$ cat src/rtl/fird_pkg.sv
// ----------------------------------------------------------------------------
// fird_pkg
// Shared types, constants and the coefficient table of the 19-tap
// smoothing differentiator.
// ----------------------------------------------------------------------------
package fird_pkg;

	localparam int TAPS      = 19;
	localparam int ADDR_BITS = 5;
	localparam int COEF_BITS = 17;
	localparam int OUT_BITS  = 43;

	typedef logic [ADDR_BITS-1:0]        tap_idx_t;
	typedef logic signed [COEF_BITS-1:0] coef_t;
	typedef logic signed [OUT_BITS-1:0]  sum_t;

	// control for the shared multiply-accumulate unit
	typedef struct packed {
		logic clear;
		logic valid;
		logic last;
	} mac_ctl_t;

	// coefficients, oldest sample first
	function automatic coef_t coef_at(tap_idx_t idx);
		coef_t c;
		unique case (idx)
			5'd0:    c = -17'sd36894;
			5'd1:    c = -17'sd45552;
			5'd2:    c = -17'sd28028;
			5'd3:    c = -17'sd7056;
			5'd4:    c =  17'sd2700;
			5'd5:    c =  17'sd3152;
			5'd6:    c =  17'sd1281;
			5'd7:    c =  17'sd264;
			5'd8:    c =  17'sd23;
			5'd9:    c =  17'sd0;
			5'd10:   c = -17'sd23;
			5'd11:   c = -17'sd264;
			5'd12:   c = -17'sd1281;
			5'd13:   c = -17'sd3152;
			5'd14:   c = -17'sd2700;
			5'd15:   c =  17'sd7056;
			5'd16:   c =  17'sd28028;
			5'd17:   c =  17'sd45552;
			5'd18:   c =  17'sd36894;
			default: c = '0;
		endcase
		return c;
	endfunction

	// ring position advance with wrap
	function automatic tap_idx_t next_idx(tap_idx_t i);
		return (i == tap_idx_t'(TAPS - 1)) ? '0 : i + tap_idx_t'(1);
	endfunction

endpackage

$ cat src/rtl/fir_derivative_19tap.sv
// ----------------------------------------------------------------------------
// fir_derivative_19tap
// 19-tap smoothing differentiator: one multiplier walks the ring once per
// sample except on a refill, oldest to newest, under a small sequencer.
// ----------------------------------------------------------------------------
// normal request: walk the ring; no new request until the result is registered
// first request or restart: ring refill, one entry a cycle, then a zero result
// throughput is set by the single multiplier stepping over the 19 taps
// in_stall is high from accept until the result enters the output register
// arst_n clears the sequencer, write position, primed flag and output valid
module fir_derivative_19tap #(
	parameter int SAMPLE_BITS = 24
) (
	input  logic                          clk,
	input  logic                          arst_n,
	input  logic                          in_valid,
	output logic                          in_stall,
	input  logic signed [SAMPLE_BITS-1:0] sample,
	input  logic                          restart,
	output logic                          out_valid,
	input  logic                          out_stall,
	output fird_pkg::sum_t                slope_sum
);
	import fird_pkg::*;

	localparam logic [2:0] ST_IDLE  = 3'd0;
	localparam logic [2:0] ST_FILL  = 3'd1;
	localparam logic [2:0] ST_RUN   = 3'd2;
	localparam logic [2:0] ST_DRAIN = 3'd3;
	localparam logic [2:0] ST_DONE  = 3'd4;

	logic [2:0]                    state_q;
	tap_idx_t                      cnt_q;
	tap_idx_t                      wpos_q;
	tap_idx_t                      rptr_q;
	logic                          primed_q;
	logic                          zero_q;
	logic signed [SAMPLE_BITS-1:0] sample_q;
	logic                          v_s1;
	logic                          last_s1;
	coef_t                         coef_s1;
	logic                          out_valid_q;
	sum_t                          slope_sum_q;

	logic                          accept;
	logic                          refill;
	logic                          slot_free;
	logic                          filling;
	logic                          hist_we;
	tap_idx_t                      hist_waddr;
	logic signed [SAMPLE_BITS-1:0] hist_wdata;
	logic signed [SAMPLE_BITS-1:0] hist_rdata;
	mac_ctl_t                      mac_ctl;
	sum_t                          mac_acc;
	logic                          mac_done;

	assign in_stall  = (state_q != ST_IDLE);
	assign accept    = in_valid && !in_stall;
	assign refill    = !primed_q || restart;
	assign slot_free = !out_valid_q || !out_stall;
	assign filling   = (state_q == ST_FILL);

	// normal request writes the newest sample at once, refill sweeps the ring
	assign hist_we    = (accept && !refill) || filling;
	assign hist_waddr = filling ? cnt_q : wpos_q;
	assign hist_wdata = filling ? sample_q : sample;

	assign mac_ctl.clear = accept && !refill;
	assign mac_ctl.valid = v_s1;
	assign mac_ctl.last  = last_s1;

	fird_hist #(
		.SAMPLE_BITS(SAMPLE_BITS)
	) u_hist (
		.clk   (clk),
		.we    (hist_we),
		.waddr (hist_waddr),
		.wdata (hist_wdata),
		.re    (state_q == ST_RUN),
		.raddr (rptr_q),
		.rdata (hist_rdata)
	);

	fird_mac #(
		.SAMPLE_BITS(SAMPLE_BITS)
	) u_mac (
		.clk    (clk),
		.arst_n (arst_n),
		.ctl    (mac_ctl),
		.data   (hist_rdata),
		.coef   (coef_s1),
		.acc    (mac_acc),
		.done   (mac_done)
	);

	always_ff @(posedge clk or negedge arst_n) begin
		if (!arst_n) begin
			state_q     <= ST_IDLE;
			cnt_q       <= '0;
			wpos_q      <= '0;
			rptr_q      <= '0;
			primed_q    <= 1'b0;
			zero_q      <= 1'b0;
			v_s1        <= 1'b0;
			last_s1     <= 1'b0;
			out_valid_q <= 1'b0;
		end else begin
			v_s1    <= (state_q == ST_RUN);
			last_s1 <= (state_q == ST_RUN) && (cnt_q == tap_idx_t'(TAPS - 1));
			unique case (state_q)
				ST_IDLE: begin
					if (accept) begin
						cnt_q <= '0;
						if (refill) begin
							wpos_q   <= '0;
							primed_q <= 1'b1;
							state_q  <= ST_FILL;
						end else begin
							// oldest entry sits just past the newest
							wpos_q  <= next_idx(wpos_q);
							rptr_q  <= next_idx(wpos_q);
							state_q <= ST_RUN;
						end
					end
				end
				ST_FILL: begin
					cnt_q <= next_idx(cnt_q);
					if (cnt_q == tap_idx_t'(TAPS - 1)) begin
						zero_q  <= 1'b1;
						state_q <= ST_DONE;
					end
				end
				ST_RUN: begin
					rptr_q <= next_idx(rptr_q);
					cnt_q  <= next_idx(cnt_q);
					if (cnt_q == tap_idx_t'(TAPS - 1)) begin
						state_q <= ST_DRAIN;
					end
				end
				ST_DRAIN: begin
					if (mac_done) begin
						zero_q  <= 1'b0;
						state_q <= ST_DONE;
					end
				end
				ST_DONE: begin
					if (slot_free) begin
						state_q <= ST_IDLE;
					end
				end
				default: begin
					state_q <= ST_IDLE;
				end
			endcase
			if (state_q == ST_DONE && slot_free) begin
				out_valid_q <= 1'b1;
			end else if (!out_stall) begin
				out_valid_q <= 1'b0;
			end
		end
	end

	always_ff @(posedge clk) begin
		if (accept) begin
			sample_q <= sample;
		end
		coef_s1 <= coef_at(cnt_q);
		if (state_q == ST_DONE && slot_free) begin
			slope_sum_q <= zero_q ? '0 : mac_acc;
		end
	end

	assign out_valid = out_valid_q;
	assign slope_sum = slope_sum_q;

`ifndef NO_ASSERTIONS
	a_wpos_range: assert property (@(posedge clk) disable iff (!arst_n)
		wpos_q <= tap_idx_t'(TAPS - 1))
		else $error("write position out of range");

	a_done_in_drain: assert property (@(posedge clk) disable iff (!arst_n)
		mac_done |-> (state_q == ST_DRAIN))
		else $error("accumulator finished outside drain");

	a_refill_path: assert property (@(posedge clk) disable iff (!arst_n)
		(accept && refill) |=> (state_q == ST_FILL && wpos_q == '0 && primed_q))
		else $error("refill request did not start a ring fill");

	a_zero_result: assert property (@(posedge clk) disable iff (!arst_n)
		(state_q == ST_DONE && slot_free && zero_q) |=> (out_valid && slope_sum == '0))
		else $error("refill result is not zero");
`endif

endmodule

$ cat src/rtl/fird_hist.sv
// ----------------------------------------------------------------------------
// fird_hist
// Sample history ring: one write port, one registered read port.
// ----------------------------------------------------------------------------
module fird_hist #(
	parameter int SAMPLE_BITS = 24
) (
	input  logic                          clk,
	input  logic                          we,
	input  fird_pkg::tap_idx_t            waddr,
	input  logic signed [SAMPLE_BITS-1:0] wdata,
	input  logic                          re,
	input  fird_pkg::tap_idx_t            raddr,
	output logic signed [SAMPLE_BITS-1:0] rdata
);
	import fird_pkg::*;

	logic signed [SAMPLE_BITS-1:0] mem_q [TAPS];
	logic signed [SAMPLE_BITS-1:0] rdata_q;

	always_ff @(posedge clk) begin
		if (we) begin
			mem_q[waddr] <= wdata;
		end
	end

	always_ff @(posedge clk) begin
		if (re) begin
			rdata_q <= mem_q[raddr];
		end
	end

	assign rdata = rdata_q;

endmodule

$ cat src/rtl/fird_mac.sv
// ----------------------------------------------------------------------------
// fird_mac
// Shared multiply-accumulate unit: registered product, then a 43-bit
// wrapping accumulator.
// ----------------------------------------------------------------------------
module fird_mac #(
	parameter int SAMPLE_BITS = 24
) (
	input  logic                          clk,
	input  logic                          arst_n,
	input  fird_pkg::mac_ctl_t            ctl,
	input  logic signed [SAMPLE_BITS-1:0] data,
	input  fird_pkg::coef_t               coef,
	output fird_pkg::sum_t                acc,
	output logic                          done
);
	import fird_pkg::*;

	localparam int PROD_BITS = SAMPLE_BITS + COEF_BITS;
	localparam int EXT_BITS  = (PROD_BITS > OUT_BITS) ? PROD_BITS : OUT_BITS;

	logic signed [PROD_BITS-1:0] prod_s2;
	logic signed [EXT_BITS-1:0]  prod_ext;
	logic                        v_s2;
	logic                        last_s2;
	sum_t                        acc_q;
	logic                        done_q;

	// sign extend, then keep the low bits: the sum wraps at the output width
	assign prod_ext = prod_s2;

	always_ff @(posedge clk or negedge arst_n) begin
		if (!arst_n) begin
			v_s2    <= 1'b0;
			last_s2 <= 1'b0;
			done_q  <= 1'b0;
		end else begin
			v_s2    <= ctl.valid;
			last_s2 <= ctl.valid && ctl.last;
			done_q  <= v_s2 && last_s2;
		end
	end

	always_ff @(posedge clk) begin
		prod_s2 <= data * coef;
		if (ctl.clear) begin
			acc_q <= '0;
		end else if (v_s2) begin
			acc_q <= acc_q + sum_t'(prod_ext[OUT_BITS-1:0]);
		end
	end

	assign acc  = acc_q;
	assign done = done_q;

endmodule
$ cat config.mk
export PLATFORM = sky130hd
export DESIGN_NAME = fir_derivative_19tap
export DESIGN_NICKNAME = d
export VERILOG_FILES = /design/src/rtl/fird_pkg.sv /design/src/rtl/fir_derivative_19tap.sv /design/src/rtl/fird_hist.sv /design/src/rtl/fird_mac.sv
export SDC_FILE = /design/constraint.sdc
export NUM_CORES = 2
export LEC_CHECK = 0
export ABC_AREA = 0
export BUFFER_PORTS_ARGS = -buffer_cell sky130_fd_sc_hd__buf_2
export CAP_MARGIN = 20
export CELL_PAD_IN_SITES_DETAIL_PLACEMENT = 1
export CELL_PAD_IN_SITES_GLOBAL_PLACEMENT = 2
export CORE_ASPECT_RATIO = 1.2
export CORE_MARGIN = 2
export CORE_UTILIZATION = 49
export DETAILED_ROUTE_END_ITERATION = 16
export PLACE_DENSITY = 0.95
export SETUP_SLACK_MARGIN = 0.02
export SYNTH_ARGS = -nofsm -noshare
export SYNTH_HDL_FRONTEND = slang
export SYNTH_HIERARCHICAL = 1
export SYNTH_SLANG_ARGS = --single-unit
$ cat constraint.sdc
create_clock -name clk -period 17.2 [get_ports clk]
set_clock_uncertainty 0.2 [all_clocks]
set_input_delay 1.72 -clock clk [delete_from_list [all_inputs] [get_ports clk]]
set_output_delay 1.72 -clock clk [all_outputs]
set_load 0.1 [all_outputs]
==> out/metrics.csv <==
stage;metric;value;unit
logic_synthesis;synth_compound_area_frac;0.0572;
route;first_pass_iters;5;
logic_synthesis;synth_xor_area_frac;0.0159;
timing;tightest_slew;1.04;ns
logic_synthesis;synth_simple_gate_area_frac;0.0962;
floorplan;io_pins;74;
logic_synthesis;synthAdderAreaFrac;0.237;
timing;period_minus_slack;7.50;ns
logic_synthesis;syn_nets;3856;
place;finalWeightedCongestion;0.847;
timing;maxSlewViolCount;0;
global_routing;track_usage;0.259;
logic_synthesis;post_synth_instance_area;41900;µm²
logic_synthesis;synth-edff-count;547;
route;antenna_left;0;
timing;slew-limit-headroom;0.309;
timing;finalWorstSetupSlack;9.70;ns
logic_synthesis;synth-seq-cells;673;
critical_path;worstPathArrival;7.81;ns
layout;finalNetCount;3911;
logic_synthesis;syn_inst;3275;
place;place_ws;9.72;ns
logic_synthesis;muxShareOfSynthArea;0.0833;
floorplan;initial_core_util;0.494;
place;io_buffers;73;
route;post_drt_via_cell_ratio;5.71;
logic_synthesis;synth_ff_type;edfxtp_1;
logic_synthesis;ys_seq_area_frac;0.455;
place;hpwl;75500;µm
global_routing;grt_pass1_vias;29300;
timing;finalSetupViolCount;0;
global_routing;overflow;0;
layout;fin_cells;4515;
floorplan;die_area;87900;µm²
route;first_iter_violations;1548;
timing;finalSetupTns;0;ns
critical_path;path_class;register to register;
layout;drive_above_1_share;0.117;
logic_synthesis;yosysWarningCount;6;
floorplan;die_width;271;µm
global_routing;grt_pass1_wl;173000;µm
logic_synthesis;synth_top_family_by_area;adder cells;
layout;fillers;8506;
clock_tree;clk_pin_slew_worst_paths;0.07;ns
clock_tree;cts_setup_buffers;0;
clock_tree;cts_buffer_depth;3;
route;drc;0;
place;dp_cells;4389;
timing;hold_viol;0;
min_path;min_path_type;register to register;
timing;finalCritPeriodShare;0.436;
layout;area_growth;9.06;%
route;routedWlPerCell;24.8;µm
clock_tree;htree_levels;3;
critical_path;worstPathMaxFanout;43;
clock_tree;tritoncts;yes;
clock_tree;holdBufCountCts;0;
global_routing;grt_max_degree;95;
critical_path;critPathRequiredTime;17.51;ns
timing;grt_setup_unrepaired;no;
timing;finalHoldWorstSlack;0.181;ns
logic_synthesis;yosysUniqueCellTypes;89;
critical_path;end_kind;register;
clock_tree;postCtsResizedCells;0;
route;wl;112000;µm
critical_path;critPathLaunchType;register;
run_status;outcome;finished, final reports clean;
global_routing;antenna_found_initial;1;
clock_tree;clock_latency;0.63;ns
logic_synthesis;syn_area_per_cell;12.8;µm²
floorplan;core_region_area;84800;µm²
clock_tree;root_buffer;clkbuf_16;
layout;multi_input_area;20600;µm²
floorplan;row_count;117;
clock_tree;clock_sinks;673;
clock_tree;numCtsBuffers;68;
layout;regArea;19100;µm²
timing;clock.fmax;133;MHz
run;cap_violations;0;
logic_synthesis;async_flop_share;0.0386;
floorplan;die_h;324;µm
route;vias;25800;
[metrics by stage]
stage	instance area (µm²)	utilization
3_5_place_dp	43500	0.513
4_1_cts	45700	0.539
3_3_place_gp	43500	0.513
6_report	45700	0.539
2_1_floorplan	41900	-
5_1_grt	45700	0.539
[logic make-up (layout without fill, tap and decap cells)]
family / after synthesis / in the layout
xor+xnor: 76 / 76
fa+ha+maj: 552 / 552
mux: 222 / 222
flops: 673 / 673
other cells: 0 / 1
buf+inv: 588 / 697
compound gates: 365 / 365
simple gates: 799 / 799
[per-layer routing]
metal	up-vias	global-route usage	share of wire
met5	-	0	0
li1	11200	-	-
met3	337	0.0312	0.044
met2	790	0.475	0.54
met4	0	0.136	0.054
met1	13400	0.295	0.36
[cell type report]
| type | count | share of cell area |
|---|---|---|
| Sequential cell | 673 | 0.418 |
| Tap cell | 1130 | 0.0309 |
| Timing Repair Buffer | 122 | 0.0168 |
| Multi-Input combinational cell | 2014 | 0.450 |
| Inverter | 451 | 0.0373 |
| Clock buffer | 87 | 0.0390 |
| Clock inverter | 37 | 0.00780 |
| Antenna cell | 1 | 0.0000548 |
[registers in the layout (all words and copies together), names as in the netlist, 5 cells and up]
name           flops
u_hist/mem_q     456
slope_sum         43
u_mac/acc         43
u_mac/prod_s2     41
sample_q          24
u_hist/rdata      24
coef_s1           16
cnt_q              5
rptr_q             5
wpos_q             5
[path summary, 6_finish.rpt]
check                            start                 to  slack [ns]  cells past startpoint
setup / recovery           coef_s1[13]  u_mac/prod_s2[38]        9.70                     24
hold / removal                    v_s1         u_mac/v_s2        0.18                      0
setup reg to reg           coef_s1[13]  u_mac/prod_s2[38]        9.70                     24
hold reg to reg                   v_s1         u_mac/v_s2        0.18                      0
max in group asynchronous       arst_n          rptr_q[2]       15.43                      1
min in group asynchronous       arst_n          wpos_q[0]        0.91                      1
[cells in the mapped netlist (21+ instances only)]
| cell | instances | area (µm²) |
|---|---|---|
| ha_1 | 150 | 1880 |
| xnor2_1 | 57 | 499 |
| nor2_1 | 126 | 473 |
| a21oi_1 | 81 | 405 |
| fa_1 | 402 | 8050 |
| nand2b_1 | 33 | 206 |
| and2_1 | 180 | 1130 |
| mux2_2 | 29 | 327 |
| mux2_1 | 24 | 270 |
| nand2_1 | 296 | 1110 |
| o21ai_0 | 73 | 365 |
| nand3_1 | 21 | 105 |
| inv_1 | 448 | 1680 |
| mux2i_1 | 73 | 731 |
| clkbuf_1 | 102 | 383 |
| mux4_2 | 96 | 2160 |
| dfrtp_1 | 26 | 651 |
| o21ai_1 | 25 | 125 |
| dfxtp_1 | 100 | 2000 |
| a21o_1 | 47 | 353 |
| nor2b_1 | 56 | 350 |
| edfxtp_1 | 547 | 16400 |
| a22oi_1 | 25 | 188 |
[placed cells by master, fill, tap and decap left out, types with 21 or more instances in the layout]
cell / netlist / routed
nand2b_1: 33 / 32
mux2_2: 29 / 29
nor2_1: 126 / 106
mux2_1: 24 / 24
mux2i_1: 73 / 73
nor2b_1: 56 / 56
buf_2: 11 / 73
o21ai_1: 25 / 25
buf_4: 10 / 47
xnor2_1: 57 / 57
dfrtp_1: 26 / 21
edfxtp_1: 547 / 547
mux4_2: 96 / 96
a21oi_1: 81 / 80
a22oi_1: 25 / 25
ha_1: 150 / 150
and2_1: 180 / 179
a21o_1: 47 / 47
nand2_1: 296 / 296
o21ai_0: 73 / 73
fa_1: 402 / 402
inv_1: 448 / 448
dfxtp_1: 100 / 100
clkbuf_16: 0 / 68
nand3_1: 21 / 21
[worst max-delay path, cell delays in order, from the launching register on]
cell      delay (ns)
dfxtp_1         0.41
buf_4           0.47
nand2_1         0.16
fa_1            0.58
inv_1           0.06
fa_1            0.47
inv_1           0.05
fa_1            0.51
inv_1           0.06
fa_1            0.51
fa_1            0.49
inv_1           0.06
fa_1            0.48
inv_1           0.04
ha_1            0.37
and4_1          0.24
and4_1          0.23
nand2_1         0.07
a211oi_1        0.40
o21ai_0         0.25
a31oi_1         0.37
o21ai_0         0.19
a21oi_1         0.27
nor4_1          0.08
a311o_1         0.32
Power is left out: the tool's default activity adds up to more than one toggle a clock period on the data nets, which glitch-free logic cannot reach.
